`src/design/b64_pkg.sv`:
```
`timescale 1ns / 1ps

package b64_pkg;

    localparam int B64_QUEUE_DEPTH = 2;

    localparam logic [7:0] CHAR_PAD = 8'h3D;

    // Character classes returned by char_value beyond the 64 symbol values.
    localparam logic [6:0] CV_PAD = 7'd64;
    localparam logic [6:0] CV_BAD = 7'd65;

    typedef struct packed {
        logic [7:0] data_in;
        logic       is_last;
    } t_in;

    typedef struct packed {
        logic [7:0] data_out;
        logic       last_out;
        logic       bad_char;
    } t_out;

    // One accepted item's worth of results, 1 to 4 of them.
    typedef struct packed {
        logic [2:0]      count;
        t_out [3:0]      res;
    } t_job;

    function automatic logic [7:0] sym(input logic [5:0] v);
        logic [7:0] w;
        w = {2'b00, v};
        if (v < 6'd26) begin
            sym = w + 8'h41;
        end else if (v < 6'd52) begin
            sym = w + 8'h47;
        end else if (v < 6'd62) begin
            sym = w - 8'd4;
        end else if (v == 6'd62) begin
            sym = 8'h2B;
        end else begin
            sym = 8'h2F;
        end
    endfunction

    function automatic logic [6:0] char_value(input logic [7:0] c);
        if (c >= 8'h41 && c <= 8'h5A) begin
            char_value = 7'(c - 8'h41);
        end else if (c >= 8'h61 && c <= 8'h7A) begin
            char_value = 7'(c - 8'h47);
        end else if (c >= 8'h30 && c <= 8'h39) begin
            char_value = 7'(c + 8'd4);
        end else if (c == 8'h2B) begin
            char_value = 7'd62;
        end else if (c == 8'h2F) begin
            char_value = 7'd63;
        end else if (c == CHAR_PAD) begin
            char_value = CV_PAD;
        end else begin
            char_value = CV_BAD;
        end
    endfunction

endpackage

```
`src/design/base64_stream_codec.sv`:
```
`timescale 1ns / 1ps
// A result is held in the job queue and then in the output register before it is presented.
// Throughput: one result per cycle out while the output is not stalled; an item yields 1 to 4
// results (none for a decode item that completes no byte), drained from the job queue by the
// single output register. Input is taken every cycle the queue has room.
// Reset (synchronous, active low) selects encode mode and clears stream state and queue.
module base64_stream_codec #(
    parameter int QUEUE_DEPTH = b64_pkg::B64_QUEUE_DEPTH
) (
    input  logic          i_clk,
    input  logic          i_rst_n,
    input  logic          i_cfg_wr_en,
    input  logic          i_cfg_wr_data,
    input  logic          i_in_valid,
    output logic          o_in_stall,
    input  b64_pkg::t_in  i_in_data,
    output logic          o_out_valid,
    input  logic          i_out_stall,
    output b64_pkg::t_out o_out_data
);
    import b64_pkg::*;

    logic w_full;
    logic w_accept;
    logic w_push;
    t_job w_push_job;
    logic w_q_valid;
    t_job w_q_head;
    logic w_pop;

    assign o_in_stall = w_full;
    assign w_accept   = i_in_valid && !w_full;

    b64_front u_front (
        .i_clk         (i_clk),
        .i_rst_n       (i_rst_n),
        .i_cfg_wr_en   (i_cfg_wr_en),
        .i_cfg_wr_data (i_cfg_wr_data),
        .i_accept      (w_accept),
        .i_item        (i_in_data),
        .o_push        (w_push),
        .o_job         (w_push_job)
    );

    b64_queue #(
        .DEPTH (QUEUE_DEPTH)
    ) u_queue (
        .i_clk      (i_clk),
        .i_rst_n    (i_rst_n),
        .i_push     (w_push),
        .i_push_job (w_push_job),
        .o_full     (w_full),
        .o_valid    (w_q_valid),
        .o_head     (w_q_head),
        .i_pop      (w_pop)
    );

    b64_back u_back (
        .i_clk       (i_clk),
        .i_rst_n     (i_rst_n),
        .i_q_valid   (w_q_valid),
        .i_q_head    (w_q_head),
        .o_pop       (w_pop),
        .o_out_valid (o_out_valid),
        .i_out_stall (i_out_stall),
        .o_out_data  (o_out_data)
    );

endmodule

```
`src/design/b64_front.sv`:
```
`timescale 1ns / 1ps

module b64_front (
    input  logic          i_clk,
    input  logic          i_rst_n,
    input  logic          i_cfg_wr_en,
    input  logic          i_cfg_wr_data,
    input  logic          i_accept,
    input  b64_pkg::t_in  i_item,
    output logic          o_push,
    output b64_pkg::t_job o_job
);
    import b64_pkg::*;

    logic       r_mode;
    logic [1:0] r_phase;
    logic [5:0] r_carry;
    logic [1:0] r_pad;
    logic       r_err;

    logic [1:0] n_phase;
    logic [5:0] n_carry;
    logic [1:0] n_pad;
    logic       n_err;

    t_out [3:0] w_res;
    logic [2:0] w_n;
    logic [7:0] w_b;
    logic [6:0] w_v;
    logic       w_bad;

    always_comb begin
        w_b     = i_item.data_in;
        w_v     = char_value(w_b);
        w_res   = '0;
        w_n     = 3'd0;
        w_bad   = 1'b0;
        n_phase = r_phase;
        n_carry = r_carry;
        n_pad   = r_pad;
        n_err   = r_err;
        if (!r_mode) begin
            case (r_phase)
                2'd0: begin
                    w_res[0].data_out = sym(w_b[7:2]);
                    n_carry = {w_b[1:0], 4'b0000};
                    n_phase = 2'd1;
                    w_n     = 3'd1;
                end
                2'd1: begin
                    w_res[0].data_out = sym(r_carry | {2'b00, w_b[7:4]});
                    n_carry = {w_b[3:0], 2'b00};
                    n_phase = 2'd2;
                    w_n     = 3'd1;
                end
                default: begin
                    w_res[0].data_out = sym(r_carry | {4'b0000, w_b[7:6]});
                    w_res[1].data_out = sym(w_b[5:0]);
                    n_carry = 6'd0;
                    n_phase = 2'd0;
                    w_n     = 3'd2;
                end
            endcase
            // Flush of a partial group: the phase is then 1 or 2 and one symbol is out.
            if (i_item.is_last && n_phase != 2'd0) begin
                w_res[1].data_out = sym(n_carry);
                w_res[2].data_out = CHAR_PAD;
                w_n = 3'd3;
                if (n_phase == 2'd1) begin
                    w_res[3].data_out = CHAR_PAD;
                    w_n = 3'd4;
                end
            end
        end else begin
            if (r_err || w_v == CV_BAD) begin
                w_bad = 1'b1;
            end else if (w_v == CV_PAD) begin
                w_bad = (r_phase < 2'd2);
                if (!w_bad) begin
                    n_pad   = r_pad + 2'd1;
                    n_phase = r_phase + 2'd1;
                    n_carry = 6'd0;
                end
            end else if (r_pad != 2'd0) begin
                w_bad = 1'b1;
            end else begin
                case (r_phase)
                    2'd0: begin
                        n_carry = w_v[5:0];
                    end
                    2'd1: begin
                        w_res[0].data_out = {r_carry, w_v[5:4]};
                        n_carry = {2'b00, w_v[3:0]};
                        w_n     = 3'd1;
                    end
                    2'd2: begin
                        w_res[0].data_out = {r_carry[3:0], w_v[5:2]};
                        n_carry = {4'b0000, w_v[1:0]};
                        w_n     = 3'd1;
                    end
                    default: begin
                        w_res[0].data_out = {r_carry[1:0], w_v[5:0]};
                        n_carry = 6'd0;
                        w_n     = 3'd1;
                    end
                endcase
                n_phase = r_phase + 2'd1;
            end
            if (w_bad) begin
                n_err = 1'b1;
                w_res[0].data_out = 8'd0;
                w_res[0].bad_char = 1'b1;
                w_n = 3'd1;
            end
        end
        if (w_n != 3'd0) begin
            w_res[2'(w_n - 3'd1)].last_out = 1'b1;
        end
        if (i_item.is_last) begin
            n_phase = 2'd0;
            n_carry = 6'd0;
            n_pad   = 2'd0;
            n_err   = 1'b0;
        end
    end

    assign o_push      = i_accept && (w_n != 3'd0);
    assign o_job.count = w_n;
    assign o_job.res   = w_res;

    always_ff @(posedge i_clk) begin
        if (!i_rst_n) begin
            r_mode  <= 1'b0;
            r_phase <= 2'd0;
            r_carry <= 6'd0;
            r_pad   <= 2'd0;
            r_err   <= 1'b0;
        end else if (i_cfg_wr_en) begin
            r_mode  <= i_cfg_wr_data;
            r_phase <= 2'd0;
            r_carry <= 6'd0;
            r_pad   <= 2'd0;
            r_err   <= 1'b0;
        end else if (i_accept) begin
            r_phase <= n_phase;
            r_carry <= n_carry;
            r_pad   <= n_pad;
            r_err   <= n_err;
        end
    end

endmodule

```
`src/design/b64_queue.sv`:
```
`timescale 1ns / 1ps

module b64_queue #(
    parameter int DEPTH = b64_pkg::B64_QUEUE_DEPTH
) (
    input  logic          i_clk,
    input  logic          i_rst_n,
    input  logic          i_push,
    input  b64_pkg::t_job i_push_job,
    output logic          o_full,
    output logic          o_valid,
    output b64_pkg::t_job o_head,
    input  logic          i_pop
);
    import b64_pkg::*;

    localparam int PW = (DEPTH > 1) ? $clog2(DEPTH) : 1;
    localparam int CW = $clog2(DEPTH + 1);
    localparam logic [PW-1:0] LAST_PTR = PW'(DEPTH - 1);
    localparam logic [CW-1:0] FULL_CNT = CW'(DEPTH);

    t_job          r_mem [DEPTH];
    logic [PW-1:0] r_wr;
    logic [PW-1:0] r_rd;
    logic [CW-1:0] r_count;

    assign o_full  = (r_count == FULL_CNT);
    assign o_valid = (r_count != '0);
    assign o_head  = r_mem[r_rd];

    always_ff @(posedge i_clk) begin
        if (i_push) begin
            r_mem[r_wr] <= i_push_job;
        end
    end

    always_ff @(posedge i_clk) begin
        if (!i_rst_n) begin
            r_wr    <= '0;
            r_rd    <= '0;
            r_count <= '0;
        end else begin
            if (i_push) begin
                r_wr <= (r_wr == LAST_PTR) ? '0 : r_wr + PW'(1);
            end
            if (i_pop) begin
                r_rd <= (r_rd == LAST_PTR) ? '0 : r_rd + PW'(1);
            end
            if (i_push && !i_pop) begin
                r_count <= r_count + CW'(1);
            end else if (i_pop && !i_push) begin
                r_count <= r_count - CW'(1);
            end
        end
    end

endmodule

```
`src/design/b64_back.sv`:
```
`timescale 1ns / 1ps

module b64_back (
    input  logic          i_clk,
    input  logic          i_rst_n,
    input  logic          i_q_valid,
    input  b64_pkg::t_job i_q_head,
    output logic          o_pop,
    output logic          o_out_valid,
    input  logic          i_out_stall,
    output b64_pkg::t_out o_out_data
);
    import b64_pkg::*;

    logic       r_out_valid;
    t_out       r_out;
    logic [1:0] r_idx;

    logic w_load_ok;
    logic w_take;
    logic w_final;

    assign w_load_ok = !r_out_valid || !i_out_stall;
    assign w_take    = w_load_ok && i_q_valid;
    assign w_final   = ({1'b0, r_idx} == (i_q_head.count - 3'd1));
    assign o_pop     = w_take && w_final;

    assign o_out_valid = r_out_valid;
    assign o_out_data  = r_out;

    always_ff @(posedge i_clk) begin
        if (w_take) begin
            r_out <= i_q_head.res[r_idx];
        end
    end

    always_ff @(posedge i_clk) begin
        if (!i_rst_n) begin
            r_out_valid <= 1'b0;
            r_idx       <= 2'd0;
        end else begin
            if (w_take) begin
                r_out_valid <= 1'b1;
                r_idx       <= w_final ? 2'd0 : r_idx + 2'd1;
            end else if (w_load_ok) begin
                r_out_valid <= 1'b0;
            end
        end
    end

    a_job_count: assert property (@(posedge i_clk) disable iff (!i_rst_n)
        i_q_valid |-> (i_q_head.count != 3'd0 && i_q_head.count <= 3'd4))
        else $error("queued job has an impossible result count");

    a_idx_range: assert property (@(posedge i_clk) disable iff (!i_rst_n)
        i_q_valid |-> ({1'b0, r_idx} < i_q_head.count))
        else $error("result index runs past the job's count");

    a_idx_idle: assert property (@(posedge i_clk) disable iff (!i_rst_n)
        !i_q_valid |-> (r_idx == 2'd0))
        else $error("result index left nonzero with no job queued");

    a_pop_loads: assert property (@(posedge i_clk) disable iff (!i_rst_n)
        o_pop |=> (o_out_valid && o_out_data.last_out))
        else $error("popping a job did not present its final result");

endmodule
```
`config.mk`:
```
export PLATFORM = sky130hd
export DESIGN_NAME = base64_stream_codec
export DESIGN_NICKNAME = d
export VERILOG_FILES = /design/src/design/b64_pkg.sv /design/src/design/base64_stream_codec.sv /design/src/design/b64_front.sv /design/src/design/b64_queue.sv /design/src/design/b64_back.sv
export SDC_FILE = /design/constraint.sdc
export NUM_CORES = 1
export LEC_CHECK = 0
export BUFFER_PORTS_ARGS = -buffer_cell sky130_fd_sc_hd__buf_2
export CORE_ASPECT_RATIO = 0.75
export CORE_MARGIN = 5
export CORE_UTILIZATION = 63
export CTS_CLUSTER_SIZE = 12
export DETAILED_ROUTE_END_ITERATION = 10
export PLACE_DENSITY = 0.79
export SLEW_MARGIN = 40
export SYNTH_ARGS = -nofsm -noshare
export SYNTH_HDL_FRONTEND = slang
export SYNTH_SLANG_ARGS = --single-unit
export TNS_END_PERCENT = 30
```
`constraint.sdc`:
```
create_clock -name i_clk -period 7.27 [get_ports i_clk]
set_input_delay 1.0905 -clock i_clk [delete_from_list [all_inputs] [get_ports i_clk]]
set_output_delay 1.0905 -clock i_clk [all_outputs]
set_load 0.01 [all_outputs]
```
[Yosys cells after proc, flatten, opt, wreduce, memory -nomap -nowiden]
Memory sizes are Yosys's and may differ from the RTL's. A register that Yosys moved wholly into a read port is not among the register bits.
Index checks and enable logic that the tools add are counted.
Cells by class
  $add $sub $neg: 27
  order comparisons: 25
  eq/ne operators: 20
  mux-type cells: 98
  bitwise gates (word level): 3
  reduce and logical (&&, ||, !) cells: 33
Operator list (number)
  $mux 8: 26
  $add 6x7->8 const B: 10
  $lt 6x6->1 const B: 10
  $mux 6: 9
  $bwmux 40: 1
  $mux 40: 1
  $mux 3: 12
  $mux 7: 5
  $sub 6x3->7 const B: 5
  $mux 2: 17
  $eq 6x6->1 const B: 5
  $lt 6x5->1 const B: 5
  $eq 8x6->1 const B: 3
  $pmux 8 s3: 1
  $bmux 10 s2: 1
  $demux 10 s2: 1
  $mux 1: 19
  $pmux 6 s3: 1
  $ge 8x7->1 const B: 2
  $le 8x7->1 const B: 2
  $pmux 8 s2: 1
  $reduce_bool 2->1: 8
  $eq 7x7->1 const B: 2
  $sub 7x7->7 const B: 2
  31 further kinds: 57
Word-level totals
  register bits after elaboration: 29
  memory bits (writable): 86
  input port bits: 15
  output and inout port bits: 12
  word-level logic and storage cells: 220
  memories kept: 1
Memories
  u_queue.r_mem: words 2, width 43, read ports 1, clocked after memory_dff 1, write ports 1, RTL line b64_queue.sv:22  | t_job r_mem [DEPTH];

[Logic depth before layout (Yosys ltp)]
  word-level depth: 20
  gate-level depth with buffers: 17
  gate-level depth less buffers: 14

[By module]
Synthesis repeated with hierarchy kept, for this count alone.
Unflattened totals
  cells, all modules: 766
  area total of the unflattened synthesis: 7848.8 um^2
By module, submodules not included
  b64_front: times used 1, cells an instance 561, area an instance 3742.3 um^2, seq. area each 240.2 um^2
  b64_queue: times used 1, cells an instance 156, area an instance 3323.2 um^2, seq. area each 2682.6 um^2
  b64_back: times used 1, cells an instance 48, area an instance 769.5 um^2, seq. area each 360.3 um^2
  base64_stream_codec: times used 1, cells an instance 1, area an instance 13.8 um^2, seq. area each 0.0 um^2

[Least setup slack after synthesis]
No wires, ideal clock.
  path kind: input port to flip-flop
  start point: input port i_in_data[1] (netlist bit)
  end point: memory u_queue.r_mem[0][0] (netlist bit), enable pin
  setup time: 0.470 ns
  data arrival time: 5.794 ns
  required time: 6.800 ns
  path slack: 1.006 ns
  stages on the path: 12
  buffers on the path: 2
  path through: clkbuf_1 -> inv_1 -> ha_1 -> nor2b_1 -> o221ai_1 -> and3_4 -> buf_6 -> nor3_1 -> nor4_2 -> and4b_4 -> a21oi_1 -> nor4_1
Between the ends
  cells in the longest elaborated chain, start to end: 17
  elaborated cells on any way between the ends: 35
  classes of those cells: add/sub: 3; order compare: 6; eq/ne: 5; mux: 15; reduce/logical: 6
RTL lines
  from (decl): RTL line base64_stream_codec.sv:16  | input b64_pkg::t_in i_in_data,
  $eq 8x6->1: RTL line b64_pkg.sv:57  | end else if (c == CHAR_PAD) begin
  $mux 1: RTL line b64_pkg.sv:57
  $mux 7: RTL line b64_pkg.sv:55  | end else if (c == 8'h2F) begin
  $mux 7: RTL line b64_pkg.sv:53  | end else if (c == 8'h2B) begin
  $mux 7: RTL line b64_pkg.sv:51  | end else if (c >= 8'h30 && c <= 8'h39) begin
  $mux 7: RTL line b64_pkg.sv:49  | end else if (c >= 8'h61 && c <= 8'h7A) begin
  $mux 7 (*): RTL line b64_pkg.sv:47  | if (c >= 8'h41 && c <= 8'h5A) begin
  $eq 7x7->1 (on tied branches): RTL line b64_front.sv:77, b64_front.sv:75
  $mux 1 / $logic_or 1x1->1 (equally long branches): RTL line b64_front.sv:77, b64_front.sv:75
  $mux 1: RTL line b64_front.sv:75  | if (r_err || w_v == CV_BAD) begin
  $mux 1: RTL line b64_front.sv:42  | if (!r_mode) begin
  $mux 3 (*): RTL line b64_front.sv:109  | if (w_bad) begin
  $mux 3 (*): RTL line b64_front.sv:42
  $reduce_bool 3->1 (*): RTL line b64_front.sv:127  | assign o_push = i_accept && (w_n != 3'd0);
  $logic_and 1x1->1 (*): RTL line b64_front.sv:127
  $mux 1 (*): RTL line b64_queue.sv:32  | if (i_push) begin
  $mux 1 (implied by the code) (*): RTL line b64_queue.sv:33  | r_mem[r_wr] <= i_push_job;
  to (decl): RTL line b64_queue.sv:22
Every way passes the cells marked *; elsewhere a longest branch is shown, timed or not. The select of a mux whose other input is x is not followed.

==> impl_metrics.csv <==
group,metric,value,unit
placement,port-buffer-count,26,
clock_network,cts_setup_buffers,0,
synth,ys_top_cells_by_area,"edfxtp_1, ha_1, dfxtp_1",
critical_path,cp.required,7290,ps
critical_path,crit_fanout,21,
detailed_routing,ant_nets,0,
synth,synth_edf_count,60,
timing,tightest_slew,852,ps
placement,postPlaceCellArea,6160,µm²
finish,syn2layout_area_growth,7.09,%
timing,hold_viol,0,
detailed_routing,drt_wl_total,18000,µm
synth,synth_area,6010,µm²
synth,synth_fp_nets,734,
flow_run,maxCapViolations,0,
synth,ys_async_sr_fraction,0,
synth,synth_top_area_frac,0.300,
clock_network,clock_path_buffers,2,
finish,num_antenna_cells,0,
floorplanning,die_h,94.6,µm
critical_path,cp-start-kind,"input port",
clock_network,cts_buffers,9,
placement,gp_congestion,1.01,
detailed_routing,drcViolationCount,0,
global_routing,grt.total_usage,0.322,
timing,skew,7.32,ps
critical_path,crit_type,"in2reg",
timing,finalCritPeriodShare,0.721,
global_routing,grt_pass1_wl,28900,µm
finish,fill_cells,712,
timing,grt_setup_unrepaired,"false",
critical_path,cp-end-kind,"flip-flop",
floorplanning,die-area,11600,µm²
floorplanning,fp-row-count,30,
clock_network,hold_buffers,0,
floorplanning,die_w,123,µm
detailed_routing,drt_iter0_markers,994,
synth,synthFlopType,"edfxtp_1",
power,power_density,254,nW/µm²
clock_network,cts.repair.resized,0,
detailed_routing,vias,5636,
synth,yosysWarnings,0,
synth,synth_cell_types,70,
finish,fin_cells,814,
clock_network,tritoncts,"yes",
critical_path,arrival,5270,ps
worst_hold_path,hp-class,"reg2reg",
clock_network,clkTransAtPathRegs,60,ps
finish,finish.instance_area,6440,µm²
timing,relSlewSlack,0.427,
clock_network,cts_sinks,80,
clock_network,cts_max_level,3,
synth,ys_seq_elements,80,
finish,post-route-util,0.700,
global_routing,antenna_found_initial,0,
timing,setup_viol,0,
synth,yosysSeqAreaShare,0.366,
placement,placedCellCount,799,
synth,netlist_instances,683,
power,vdd_drop_max,236,µV
timing,fmax,0.191,GHz
finish,final-seq-area,2200,µm²
global_routing,grt_pass1_vias,5184,
detailed_routing,wire_per_inst,22.1,µm
clock_network,clock-root-buffer,"clkbuf_16",
placement,post-dp-hpwl,12900,µm
synth,avgSynthCellArea,8.81,µm²
global_routing,overflow,0,
detailed_routing,first_pass_iters,6,
timing,fin_crit,5240,ps
finish,drive_gt1_frac,0.101,
status,status,"finished clean",
timing,slew_viol_final,0,
clock_network,clkLatencyLatePin,340,ps
synth,synth_area_leader_cell,"edfxtp_1",
detailed_routing,vias_per_cell,6.92,
timing,finalHoldWorstSlack,474,ps
global_routing,grt_max_degree,37,
floorplanning,core,9200,µm²
floorplanning,io_pins,27,
finish,multi_input_area,3480,µm²
timing,finalSetupTns,0,ps
power,leakage,2.42,nW
finish,finalNetCount,733,
floorplanning,initial_utilization,0.654,
==> worst max-delay path, stage by stage <==
cell	delay, ps
buf_2	340
inv_1	210
ha_1	350
a21oi_1	270
a211oi_1	110
nor3_1	720
nor3_1	180
nor3b_1	200
a221oi_1	420
o21ai_1	410
o21bai_1	280
a221oi_1	680
==> metrics by stage <==
| stage | power [mW] | setup slack (ps) |
|---|---|---|
| floorplan | 1.03 | 1010 |
| global placement | 1.17 | 1690 |
| detailed placement | 1.20 | 1890 |
| CTS | 1.63 | 2220 |
| global route | 1.72 | 1790 |
| finish | 1.64 | 2030 |
==> routing by layer <==
metal | share of wire | GRT usage | vias up
met5 | 0 | 0 | -
met4 | 0.024 | 0.0801 | 0
met3 | 0.13 | 0.0994 | 55
met2 | 0.43 | 0.473 | 440
met1 | 0.41 | 0.465 | 2597
li1 | - | - | 2544
==> logic make-up (layout without fill, tap and decap cells) <==
| logic type | Yosys count | in the layout | share of synthesized area |
|---|---|---|---|
| muxes | 28 | 28 | 0.0678 |
| xor gates and xnor gates | 18 | 18 | 0.0262 |
| buffers and inverters | 85 | 88 | 0.0566 |
| AOI/OAI and AO/OA | 200 | 200 | 0.224 |
| adders and majority gates | 36 | 36 | 0.0749 |
| DFF | 80 | 80 | 0.366 |
| and+or+nand+nor | 236 | 236 | 0.184 |
==> cell usage in the layout (no fill, tap or decap), types with 4 or more instances in the layout <==
cell type  Yosys  final
edfxtp_1      60     60
nor3_1        18     18
nand2b_1       6      6
buf_2          5     26
nor2_1        60     60
xor2_1         4      4
nand4_1        4      4
o211ai_1       8      8
a221oi_1      10     10
mux4_2        10     10
ha_1          36     36
or2_2          5      5
and2_1         7      6
or3_1          6      6
a21o_1         4      4
o21ai_0       33     32
nor2b_1        7      7
nor4_1         6      5
mux2i_1       16     16
o22ai_1       17     17
a22oi_1        5      5
nand2_1       85     85
a21oi_1       50     50
clkbuf_16      0      9
dfxtp_1       20     19
a31oi_1       13     13
xnor2_1       14     14
nand3_1       19     19
inv_1         43     43
a311oi_1       5      5
a211oi_1      11     11
a221o_1        5      5
==> power breakdown <==
group	internal (mW)	switching, mW	leakage, nW
Clock	0.264	0.167	0.137
Combinational	0.203	0.315	1.55
Sequential	0.625	0.0638	0.731
==> worst paths after layout <==
kind | startpoint | cells past startpoint | endpoint | slack (ps)
max | i_in_data[3] | 12 | u_queue.r_mem[0][3] | 2030
min | u_back.o_out_valid | 2 | u_back.o_out_valid | 470
max reg2reg | u_front.r_carry[3] | 8 | u_queue.r_mem[0][3] | 3940
min reg2reg | u_back.o_out_valid | 2 | u_back.o_out_valid | 470
==> state kept, by name, indices dropped and copies added (netlist names), 2 cells and up, named ones only <==
register / flops
u_front.r_carry: 6
u_front.r_pad: 2
u_queue.r_mem: 50
u_back.o_out_data: 10
u_front.r_phase: 2
u_back.r_idx: 2
u_queue.r_count: 2
==> cells in the mapped netlist (all sizes together) (6+ instances only) <==
master / count
edfxtp: 60
a31oi: 13
and2: 8
ha: 36
nor3: 18
o211ai: 8
o21ai: 34
nor2: 60
a221oi: 10
a21oi: 50
xnor2: 14
mux4: 10
nand3: 19
nor2b: 7
nand2b: 6
or3: 6
nor4: 8
buf: 9
inv: 43
mux2i: 16
nand2: 85
o22ai: 17
clkbuf: 32
dfxtp: 20
a211oi: 11
==> area by class of cell <==
type / count / area share
clock buffers: 12 / 0.0367
inverters: 44 / 0.0256
clock inverters: 3 / 0.00680
well taps: 128 / 0.0249
repair buffers: 29 / 0.0237
flip-flops and latches: 80 / 0.342
multi-input cells: 518 / 0.540
Power figures use the tool's default switching activity.
